File: config.mk
export PLATFORM = sky130hd
export DESIGN_NAME = bpa_ctrl
export DESIGN_NICKNAME = d
export VERILOG_FILES = /design/src/rtl/bpa_pkg.sv /design/src/rtl/bpa_ctrl.sv
export VERILOG_INCLUDE_DIRS = /design/src /design/src/rtl
export SDC_FILE = /design/constraint.sdc
export NUM_CORES = 1
export LEC_CHECK = 0
export ABC_CLOCK_PERIOD_IN_PS = 1800
export BUFFER_PORTS_ARGS = -buffer_cell sky130_fd_sc_hd__buf_2
export CORE_AREA = 2 2 50 57
export CTS_CLUSTER_SIZE = 25
export DETAILED_ROUTE_END_ITERATION = 8
export DIE_AREA = 0 0 52 59
export PLACE_DENSITY_LB_ADDON = 0.05
export SYNTH_ARGS = -nofsm -noshare
export SYNTH_HDL_FRONTEND = slang
export SYNTH_SLANG_ARGS = --single-unit
export TNS_END_PERCENT = 50
File: constraint.sdc
create_clock -name i_clk -period 1.8 [get_ports i_clk]
set_input_delay 0.18 -clock i_clk [delete_from_list [all_inputs] [get_ports i_clk]]
set_output_delay 0.18 -clock i_clk [all_outputs]
set_load 0.03 [all_outputs]
File: src/rtl/buddy_page_allocator_assert.svh
// Assertion macros for the buddy page allocator.
`ifndef BUDDY_PAGE_ALLOCATOR_ASSERT_SVH
`define BUDDY_PAGE_ALLOCATOR_ASSERT_SVH
`ifndef SYNTHESIS
`define BPA_ASSERT(lbl, clk, rst_n, prop) \
    lbl: assert property (@(posedge clk) disable iff (!rst_n) prop) \
        else $error("buddy page allocator check failed");
`define BPA_ASSERT_NR(lbl, clk, prop) \
    lbl: assert property (@(posedge clk) prop) \
        else $error("buddy page allocator reset check failed");
`else
`define BPA_ASSERT(lbl, clk, rst_n, prop)
`define BPA_ASSERT_NR(lbl, clk, prop)
`endif
`endif

File: src/rtl/bpa_pkg.sv
// Shared types and constants of the buddy page allocator.
package bpa_pkg;
    localparam int PAGE_W     = 20;
    localparam int ORDER_W    = 4;
    localparam int BCNT_W     = 5;
    localparam int STATUS_W   = 2;
    localparam int LEVEL_W    = 5;
    localparam int CFG_IDX_W  = 1;
    localparam int CFG_DATA_W = 20;

    localparam logic [LEVEL_W-1:0] LEVEL_NONE = 5'd31;

    localparam logic [STATUS_W-1:0] ST_OK    = 2'd0;
    localparam logic [STATUS_W-1:0] ST_NOMEM = 2'd1;
    localparam logic [STATUS_W-1:0] ST_BAD   = 2'd2;

    localparam logic FUNC_ALLOC = 1'b0;
    localparam logic FUNC_FREE  = 1'b1;

    localparam logic [CFG_IDX_W-1:0] CFG_FIRST_PAGE  = 1'b0;
    localparam logic [CFG_IDX_W-1:0] CFG_BLOCK_COUNT = 1'b1;

    localparam logic [PAGE_W-1:0] FIRST_PAGE_RST  = 20'd0;
    localparam logic [BCNT_W-1:0] BLOCK_COUNT_RST = 5'd16;

    typedef enum logic [3:0] {
        OP_NOP,
        OP_CLEAR,
        OP_LOAD_REQ,
        OP_SET_ALLOC,
        OP_HEAD_TAKE,
        OP_SET_FREE,
        OP_READ,
        OP_SET_BUDDY,
        OP_UNLINK_A,
        OP_UNLINK_B,
        OP_PUSH,
        OP_MERGED,
        OP_SET_PUSH_P,
        OP_SPLIT,
        OP_LOAD_OUT
    } t_dp_op;

    typedef struct packed {
        t_dp_op              op;
        logic [STATUS_W-1:0] status;
    } t_dp_cmd;

    typedef struct packed {
        logic clr_last;
        logic bad_req;
        logic is_free;
        logic none_free;
        logic level_listed;
        logic buddy_match;
        logic order_below_max;
        logic order_above_req;
        logic out_free;
    } t_dp_stat;
endpackage

File: src/rtl/bpa_ctrl.sv
// Controller: sequences rebuild, search, unlink, push, merge and split steps.
`include "buddy_page_allocator_assert.svh"
module bpa_ctrl import bpa_pkg::*; (
    input  logic     i_clk,
    input  logic     i_rst_n,
    input  logic     i_cfg_we,
    input  logic     i_in_valid,
    output logic     o_in_ready,
    input  t_dp_stat i_stat,
    output t_dp_cmd  o_cmd
);
    typedef enum logic [3:0] {
        S_CLEAR, S_IDLE, S_CHECK, S_AHEAD, S_FREAD, S_FCHK, S_MERGE, S_BREAD,
        S_BCHK, S_MERGED, S_UREAD, S_UA, S_UB, S_PUSH, S_SPLIT, S_DONE
    } t_state;

    typedef enum logic [1:0] {RET_SPLIT, RET_MERGE, RET_PUSH} t_ret;

    t_state              r_state, n_state;
    t_ret                r_ret, n_ret;
    logic [STATUS_W-1:0] r_status, n_status;

    always_comb begin
        n_state      = r_state;
        n_ret        = r_ret;
        n_status     = r_status;
        o_cmd.op     = OP_NOP;
        o_cmd.status = r_status;
        o_in_ready   = r_state == S_IDLE;
        unique case (r_state)
            S_CLEAR: begin
                o_cmd.op = OP_CLEAR;
                if (i_stat.clr_last) n_state = S_IDLE;
            end
            S_IDLE: begin
                if (i_in_valid) begin
                    o_cmd.op = OP_LOAD_REQ;
                    n_state  = S_CHECK;
                end
            end
            S_CHECK: begin
                priority if (i_stat.bad_req) begin
                    n_status = ST_BAD;
                    n_state  = S_DONE;
                end else if (i_stat.is_free) begin
                    o_cmd.op = OP_SET_FREE;
                    n_state  = S_FREAD;
                end else if (i_stat.none_free) begin
                    n_status = ST_NOMEM;
                    n_state  = S_DONE;
                end else begin
                    o_cmd.op = OP_SET_ALLOC;
                    n_state  = S_AHEAD;
                end
            end
            S_AHEAD: begin
                o_cmd.op = OP_HEAD_TAKE;
                n_ret    = RET_SPLIT;
                n_state  = S_UREAD;
            end
            S_FREAD: begin
                o_cmd.op = OP_READ;
                n_state  = S_FCHK;
            end
            S_FCHK: begin
                // a page already listed as a free head is a double free
                if (i_stat.level_listed) begin
                    n_status = ST_BAD;
                    n_state  = S_DONE;
                end else begin
                    n_state = S_MERGE;
                end
            end
            S_MERGE: begin
                if (i_stat.order_below_max) begin
                    o_cmd.op = OP_SET_BUDDY;
                    n_state  = S_BREAD;
                end else begin
                    o_cmd.op = OP_SET_PUSH_P;
                    n_ret    = RET_PUSH;
                    n_state  = S_UREAD;
                end
            end
            S_BREAD: begin
                o_cmd.op = OP_READ;
                n_state  = S_BCHK;
            end
            S_BCHK: begin
                // buddy data is already read: go straight to the unlink
                if (i_stat.buddy_match) begin
                    n_ret   = RET_MERGE;
                    n_state = S_UA;
                end else begin
                    o_cmd.op = OP_SET_PUSH_P;
                    n_ret    = RET_PUSH;
                    n_state  = S_UREAD;
                end
            end
            S_MERGED: begin
                o_cmd.op = OP_MERGED;
                n_state  = S_MERGE;
            end
            S_UREAD: begin
                o_cmd.op = OP_READ;
                n_state  = S_UA;
            end
            S_UA: begin
                o_cmd.op = OP_UNLINK_A;
                n_state  = S_UB;
            end
            S_UB: begin
                o_cmd.op = OP_UNLINK_B;
                unique case (r_ret)
                    RET_SPLIT: n_state = S_SPLIT;
                    RET_MERGE: n_state = S_MERGED;
                    RET_PUSH:  n_state = S_PUSH;
                    default:   n_state = S_PUSH;
                endcase
            end
            S_PUSH: begin
                o_cmd.op = OP_PUSH;
                if (i_stat.is_free) begin
                    n_status = ST_OK;
                    n_state  = S_DONE;
                end else begin
                    n_state = S_SPLIT;
                end
            end
            S_SPLIT: begin
                if (i_stat.order_above_req) begin
                    o_cmd.op = OP_SPLIT;
                    n_ret    = RET_PUSH;
                    n_state  = S_UREAD;
                end else begin
                    n_status = ST_OK;
                    n_state  = S_DONE;
                end
            end
            S_DONE: begin
                if (i_stat.out_free) begin
                    o_cmd.op = OP_LOAD_OUT;
                    n_state  = S_IDLE;
                end
            end
            default: n_state = S_CLEAR;
        endcase
        // rebuild the store after any register write
        if (i_cfg_we) n_state = S_CLEAR;
    end

    always_ff @(posedge i_clk) begin
        if (!i_rst_n) begin
            r_state  <= S_CLEAR;
            r_ret    <= RET_PUSH;
            r_status <= ST_OK;
        end else begin
            r_state  <= n_state;
            r_ret    <= n_ret;
            r_status <= n_status;
        end
    end

    `BPA_ASSERT_NR(a_rst_rebuild, i_clk, (!i_rst_n) |=> (r_state == S_CLEAR))
    `BPA_ASSERT(a_accept_check, i_clk, i_rst_n, (i_in_valid && o_in_ready && !i_cfg_we) |=> (r_state == S_CHECK))
    `BPA_ASSERT(a_load_out_free, i_clk, i_rst_n, (o_cmd.op == OP_LOAD_OUT) |-> i_stat.out_free)
    `BPA_ASSERT(a_unlink_data, i_clk, i_rst_n, (r_state == S_UA) |-> ($past(r_state) == S_UREAD || $past(r_state) == S_BCHK))
endmodule

# Word level (Yosys, flattened, before mapping)

Index checks and enable logic that the tools add are counted.

Reductions and logical operators: 9
Equal/unequal tests: 26
Mux-type cells: 33
Bitwise gates (word level): 1

Operator list:

| cell                                          | count |
|---|---|
| one-hot mux 4 bit (16 select lines)           | 1 |
| one-hot mux 4 bit (13 select lines)           | 1 |
| two-way mux 4 bit                             | 12 |
| == test 4 bit, second input constant          | 8 |
| two-way mux 2 bit                             | 11 |
| == test 4 x 3 -> 1 bit, second input constant | 4 |
| != test 2 bit, second input constant          | 8 |
| one-hot mux 2 bit (4 select lines)            | 2 |
| two-way mux 3 bit                             | 3 |
| == test 4 x 2 -> 1 bit, second input constant | 2 |
| nonzero test 4 bit                            | 2 |
| != test 3 bit, second input constant          | 2 |
| one-hot mux 3 bit (2 select lines)            | 1 |
| AND reduction 3 bit                           | 2 |
| AND reduction 6 bit                           | 1 |
| == test 4 x 1 -> 1 bit, second input constant | 1 |
| zero test 4 bit                               | 1 |
| OR reduction 3 bit                            | 1 |
| == test 2 x 1 -> 1 bit, second input constant | 1 |
| zero test 2 bit                               | 1 |
| two-way mux 1 bit                             | 2 |
| OR reduction 2 bit                            | 1 |
| NOT 1 bit                                     | 1 |

Input port bits: 13
Output and inout bits: 7
Flip-flop bits (word level): 8

# Depth between registers and ports, before layout

Depth in word-level cells: 4
Mapped depth: 6
Gate-level depth less buffers: 4

# Worst setup path after synthesis

Ideal clock, no wire load.

Kind: register -> output
From: reg r_state[2]
To: out o_cmd[5] (netlist name)
Arrival: 1.611 ns
Cell stages (with the launch flop): 5
Buffers on the path: 2
Required time: 1.620 ns
Slack: 0.009 ns
Cell sequence: dfxtp_1 buf_2 buf_2 nand2_1 o31ai_1

RTL lines:

| element                | RTL line        | RTL |
|---|---|---|
| from (decl)            | bpa_ctrl.sv:19  | `t_state r_state, n_state;` |
| from (signal assigned) | bpa_ctrl.sv:157 | `r_state <= n_state;` |
| to (decl)              | bpa_ctrl.sv:10  | `output t_dp_cmd o_cmd` |

==> results by group <==
Status
  • Run status: finished, violations left
  • Failing checks: setup timing

Worst setup path
  • Worst Path Arrival: 1.64 ns
  • Reg2reg end: r_ret[1]$_SDFFE_PN1P_
  • Register-to-register setup slack: between 0.15 and 0.2 ns
  • Crit end category: primary output
  • RR Startpoint: r_state[3]$_SDFFE_PP0P_
  • Critical path peak fanout: 4
  • Worst EP required: 1.62 ns
  • Worst setup SP type: flop
  • Critical path type: flop to primary output
  • FF-to-FF path depth: 7

STA
  • Slew margin rel.: a little over two thirds
  • Setup ws final: -0.0174 ns
  • Fin. max-slew vios: 0
  • Max Fclk: 550 MHz
  • Worst Max-Slew Pin Slew: 0.451 ns
  • Fin Hold WS: around 0.18 ns
  • Setup tns final: -0.0308 ns
  • Final hold viol count: 0
  • Clock period minus worst slack: 1.82 ns
  • Unrepaired setup endpoints after global routing: yes
  • Final setup vio count: 2
  • Clock skew: 0.00142 ns
  • Period utilisation layout: 101%

Hold path
  • Hold wc startpoint: i_rst_n
  • Hold Crit Depth: 2
  • Hold Path End: r_ret[1]$_SDFFE_PN1P_
  • Hold/Removal Path Class: input pin to flop

Global routing
  • Total grt overflow: 0
  • Largest net degree at the start of global routing: 38
  • Initial antenna violation count: 0
  • Vias in the first global route: 1081
  • M2 GR Usage: 37.4%
  • GRT met1 Usage: 31.9%
  • Met3 Use GR: 2.53%
  • GR peak layer: met2
  • Total GRT Usage: 23.4%
  • First-pass GRT wire length: 5390 µm

Finish
  • Number of diodes: 0
  • Final instance area: approximately 1300 µm²
  • P&R area growth vs syn: 38.1%
  • Layout net count: 183
  • Layout cells sized above 1: 38.1%

Synth
  • Post-synth EDFFs: 0
  • Most used flip-flop cell after synthesis: dfxtp_1
  • Synth cell count leaders: a21oi_1 (12), nand2_1 (11), nor2_1 (9), dfxtp_1 (8), nand2b_1 (8)
  • Register area share after synthesis: between 10% and 20%
  • Synthesized area per cell: 7.09 µm²
  • Yosys cell types: 45
  • Ys Warns: 0
  • FF+latch count, synth: 8
  • Synth Instances: around 140
  • Top-count cell post-synth: a21oi_1
  • Post-Syn Nets: between 100 and 150
  • Synth area leaders: dfxtp_1 (17%), a21oi_1 (6.2%), mux2i_1 (5.2%)
  • Synth top area share: 16.6%
  • Syn Std Cell Area: 965 µm²
  • Post-synth ARST share: 0%
  • Cell taking the most area after synthesis: dfxtp_1

Placement
  • Placed Area: 1120 µm²
  • DP Wirelength: 2230 µm
  • Number of port buffers: 19
  • Final Wtd Congestion: roughly 0.86

Clock tree
  • Clock latency on the worst-skew pair: 0.24 ns
  • CTS buffer count: 3
  • Clk buf depth: 2
  • H-Tree Depth: 1
  • Root Buffer: clkbuf_4
  • Post-CTS Hold Fix Bufs: 0
  • # clock sinks: 8
  • TritonCTS clock tree: yes
  • Reg clk slew, reported paths: 0.05 ns

Routing
  • 1st-iter DRT viols: 28
  • Vias/cell: 5.97
  • Via Count: 1189
  • Drt pass-1 iters: 4
  • DR DRC count: 0
  • Post-Route WL: 3360 µm
  • Post-DRT Antenna Nets: 0
  • WL per Instance: 16.9 µm

Die
  • Ports: 20
  • Area of the die: 3070 µm²
  • Core box area: roughly 2400 µm²
  • Starting Density: 39.4%
  • Num rows: 19
  • Die height: 59 µm
  • Die X: 52 µm

Pwr
  • Flop pwr share: 39.2%
  • Worst vdd ir: 0.000330 V
  • Power per cell area: 346 nW/µm²
  • Clock network power share: 28.5%
  • Internal power: 0.323 mW
  • Tot Pwr: around 0.46 mW
  • Combinational power share: 32.3%
  • Pleak: 0.564 nW
  • Switch share: between 20 and 30%
  • Psw: 0.138 mW

Run
  • Max cap viols: 0
per-layer routing:
layer  up-vias  routed length (µm)
li1        579                   -
met1       563                1490
met2        41                1630
met3         6                 173
met4         0                  55
met5         -                   0
cells by family after synthesis:
family,synth area share [%]
muxes,5.19
xor gates and xnor gates,0.908
AOI/OAI and AO/OA,33.9
and+or+nand+nor,33.9
DFF,16.6
buffers and inverters,9.60
power by group through the flow:
stage | combinational (mW) | sequential, mW | clock [mW]
2_1_floorplan | 0.0711 | 0.185 | 0
3_3_place_gp | 0.116 | 0.186 | 0
3_5_place_dp | 0.117 | 0.186 | 0
4_1_cts | 0.126 | 0.182 | 0.141
5_1_grt | 0.160 | 0.181 | 0.156
6_report | 0.149 | 0.181 | 0.131
sequential cells by signal (all words and copies together), names as in the netlist:
register,cells
r_ret,2
r_status,2
r_state,4
worst max path at each step:
stage,from,end
final,r_state[2]$_SDFFE_PP0P_,o_cmd[2]
after global placement,r_state[2]$_SDFFE_PP0P_,o_cmd[2]
after global routing,r_state[1]$_SDFFE_PP0P_,o_cmd[3]
after CTS,r_state[0]$_SDFFE_PP0P_,o_cmd[4]
after floorplan,r_state[2]$_SDFFE_PP0P_,o_cmd[5]
after detailed placement,r_state[2]$_SDFFE_PP0P_,o_cmd[2]
cells in the final DEF (no fill, tap or decap), types with 4 or more instances in the layout:
master and instances:
mux2i_1 5, buf_4 17, buf_2 17, o21ai_0 5
nand2b_1 6, dfxtp_1 4, a21oi_1 11, nor2b_1 6
nand2_1 11, buf_6 6, inv_1 4, nor2_1 9
nor3_1 4
critical path, cell delays in order (launching register included):
cell and delay [ns]:
dfxtp_4 0.35, or2_4 0.25, or4_4 0.42, and2_4 0.15, o221ai_2 0.06, buf_6 0.16
stage by stage:
step                util, %  worst slack (ns)  std cells
CTS                    49.9           -0.0122        193
detailed placement     45.6             0.147        184
floorplan                 -           0.00880        136
global route           54.4           -0.0914        199
finish                 54.4           -0.0174        199
global placement       45.6             0.153        184
what timing repair did:
item / in CTS / in global routing
buffers inserted: 6 / 5
gates resized for setup: 11 / 13
gates cloned: 0 / 1
endpoints found under the setup margin: 3 / 4
pin swaps: 4 / 4
cell type report:
cell class / instances / area, µm²
tap: 31 / 38.8
fill: 249 / 1120
inverter: 4 / 15.0
multi-input combinational: 111 / 761
timing repair buffer: 42 / 325
sequential: 8 / 170
clock buffer: 3 / 22.5
Power figures use the tool's default switching activity.
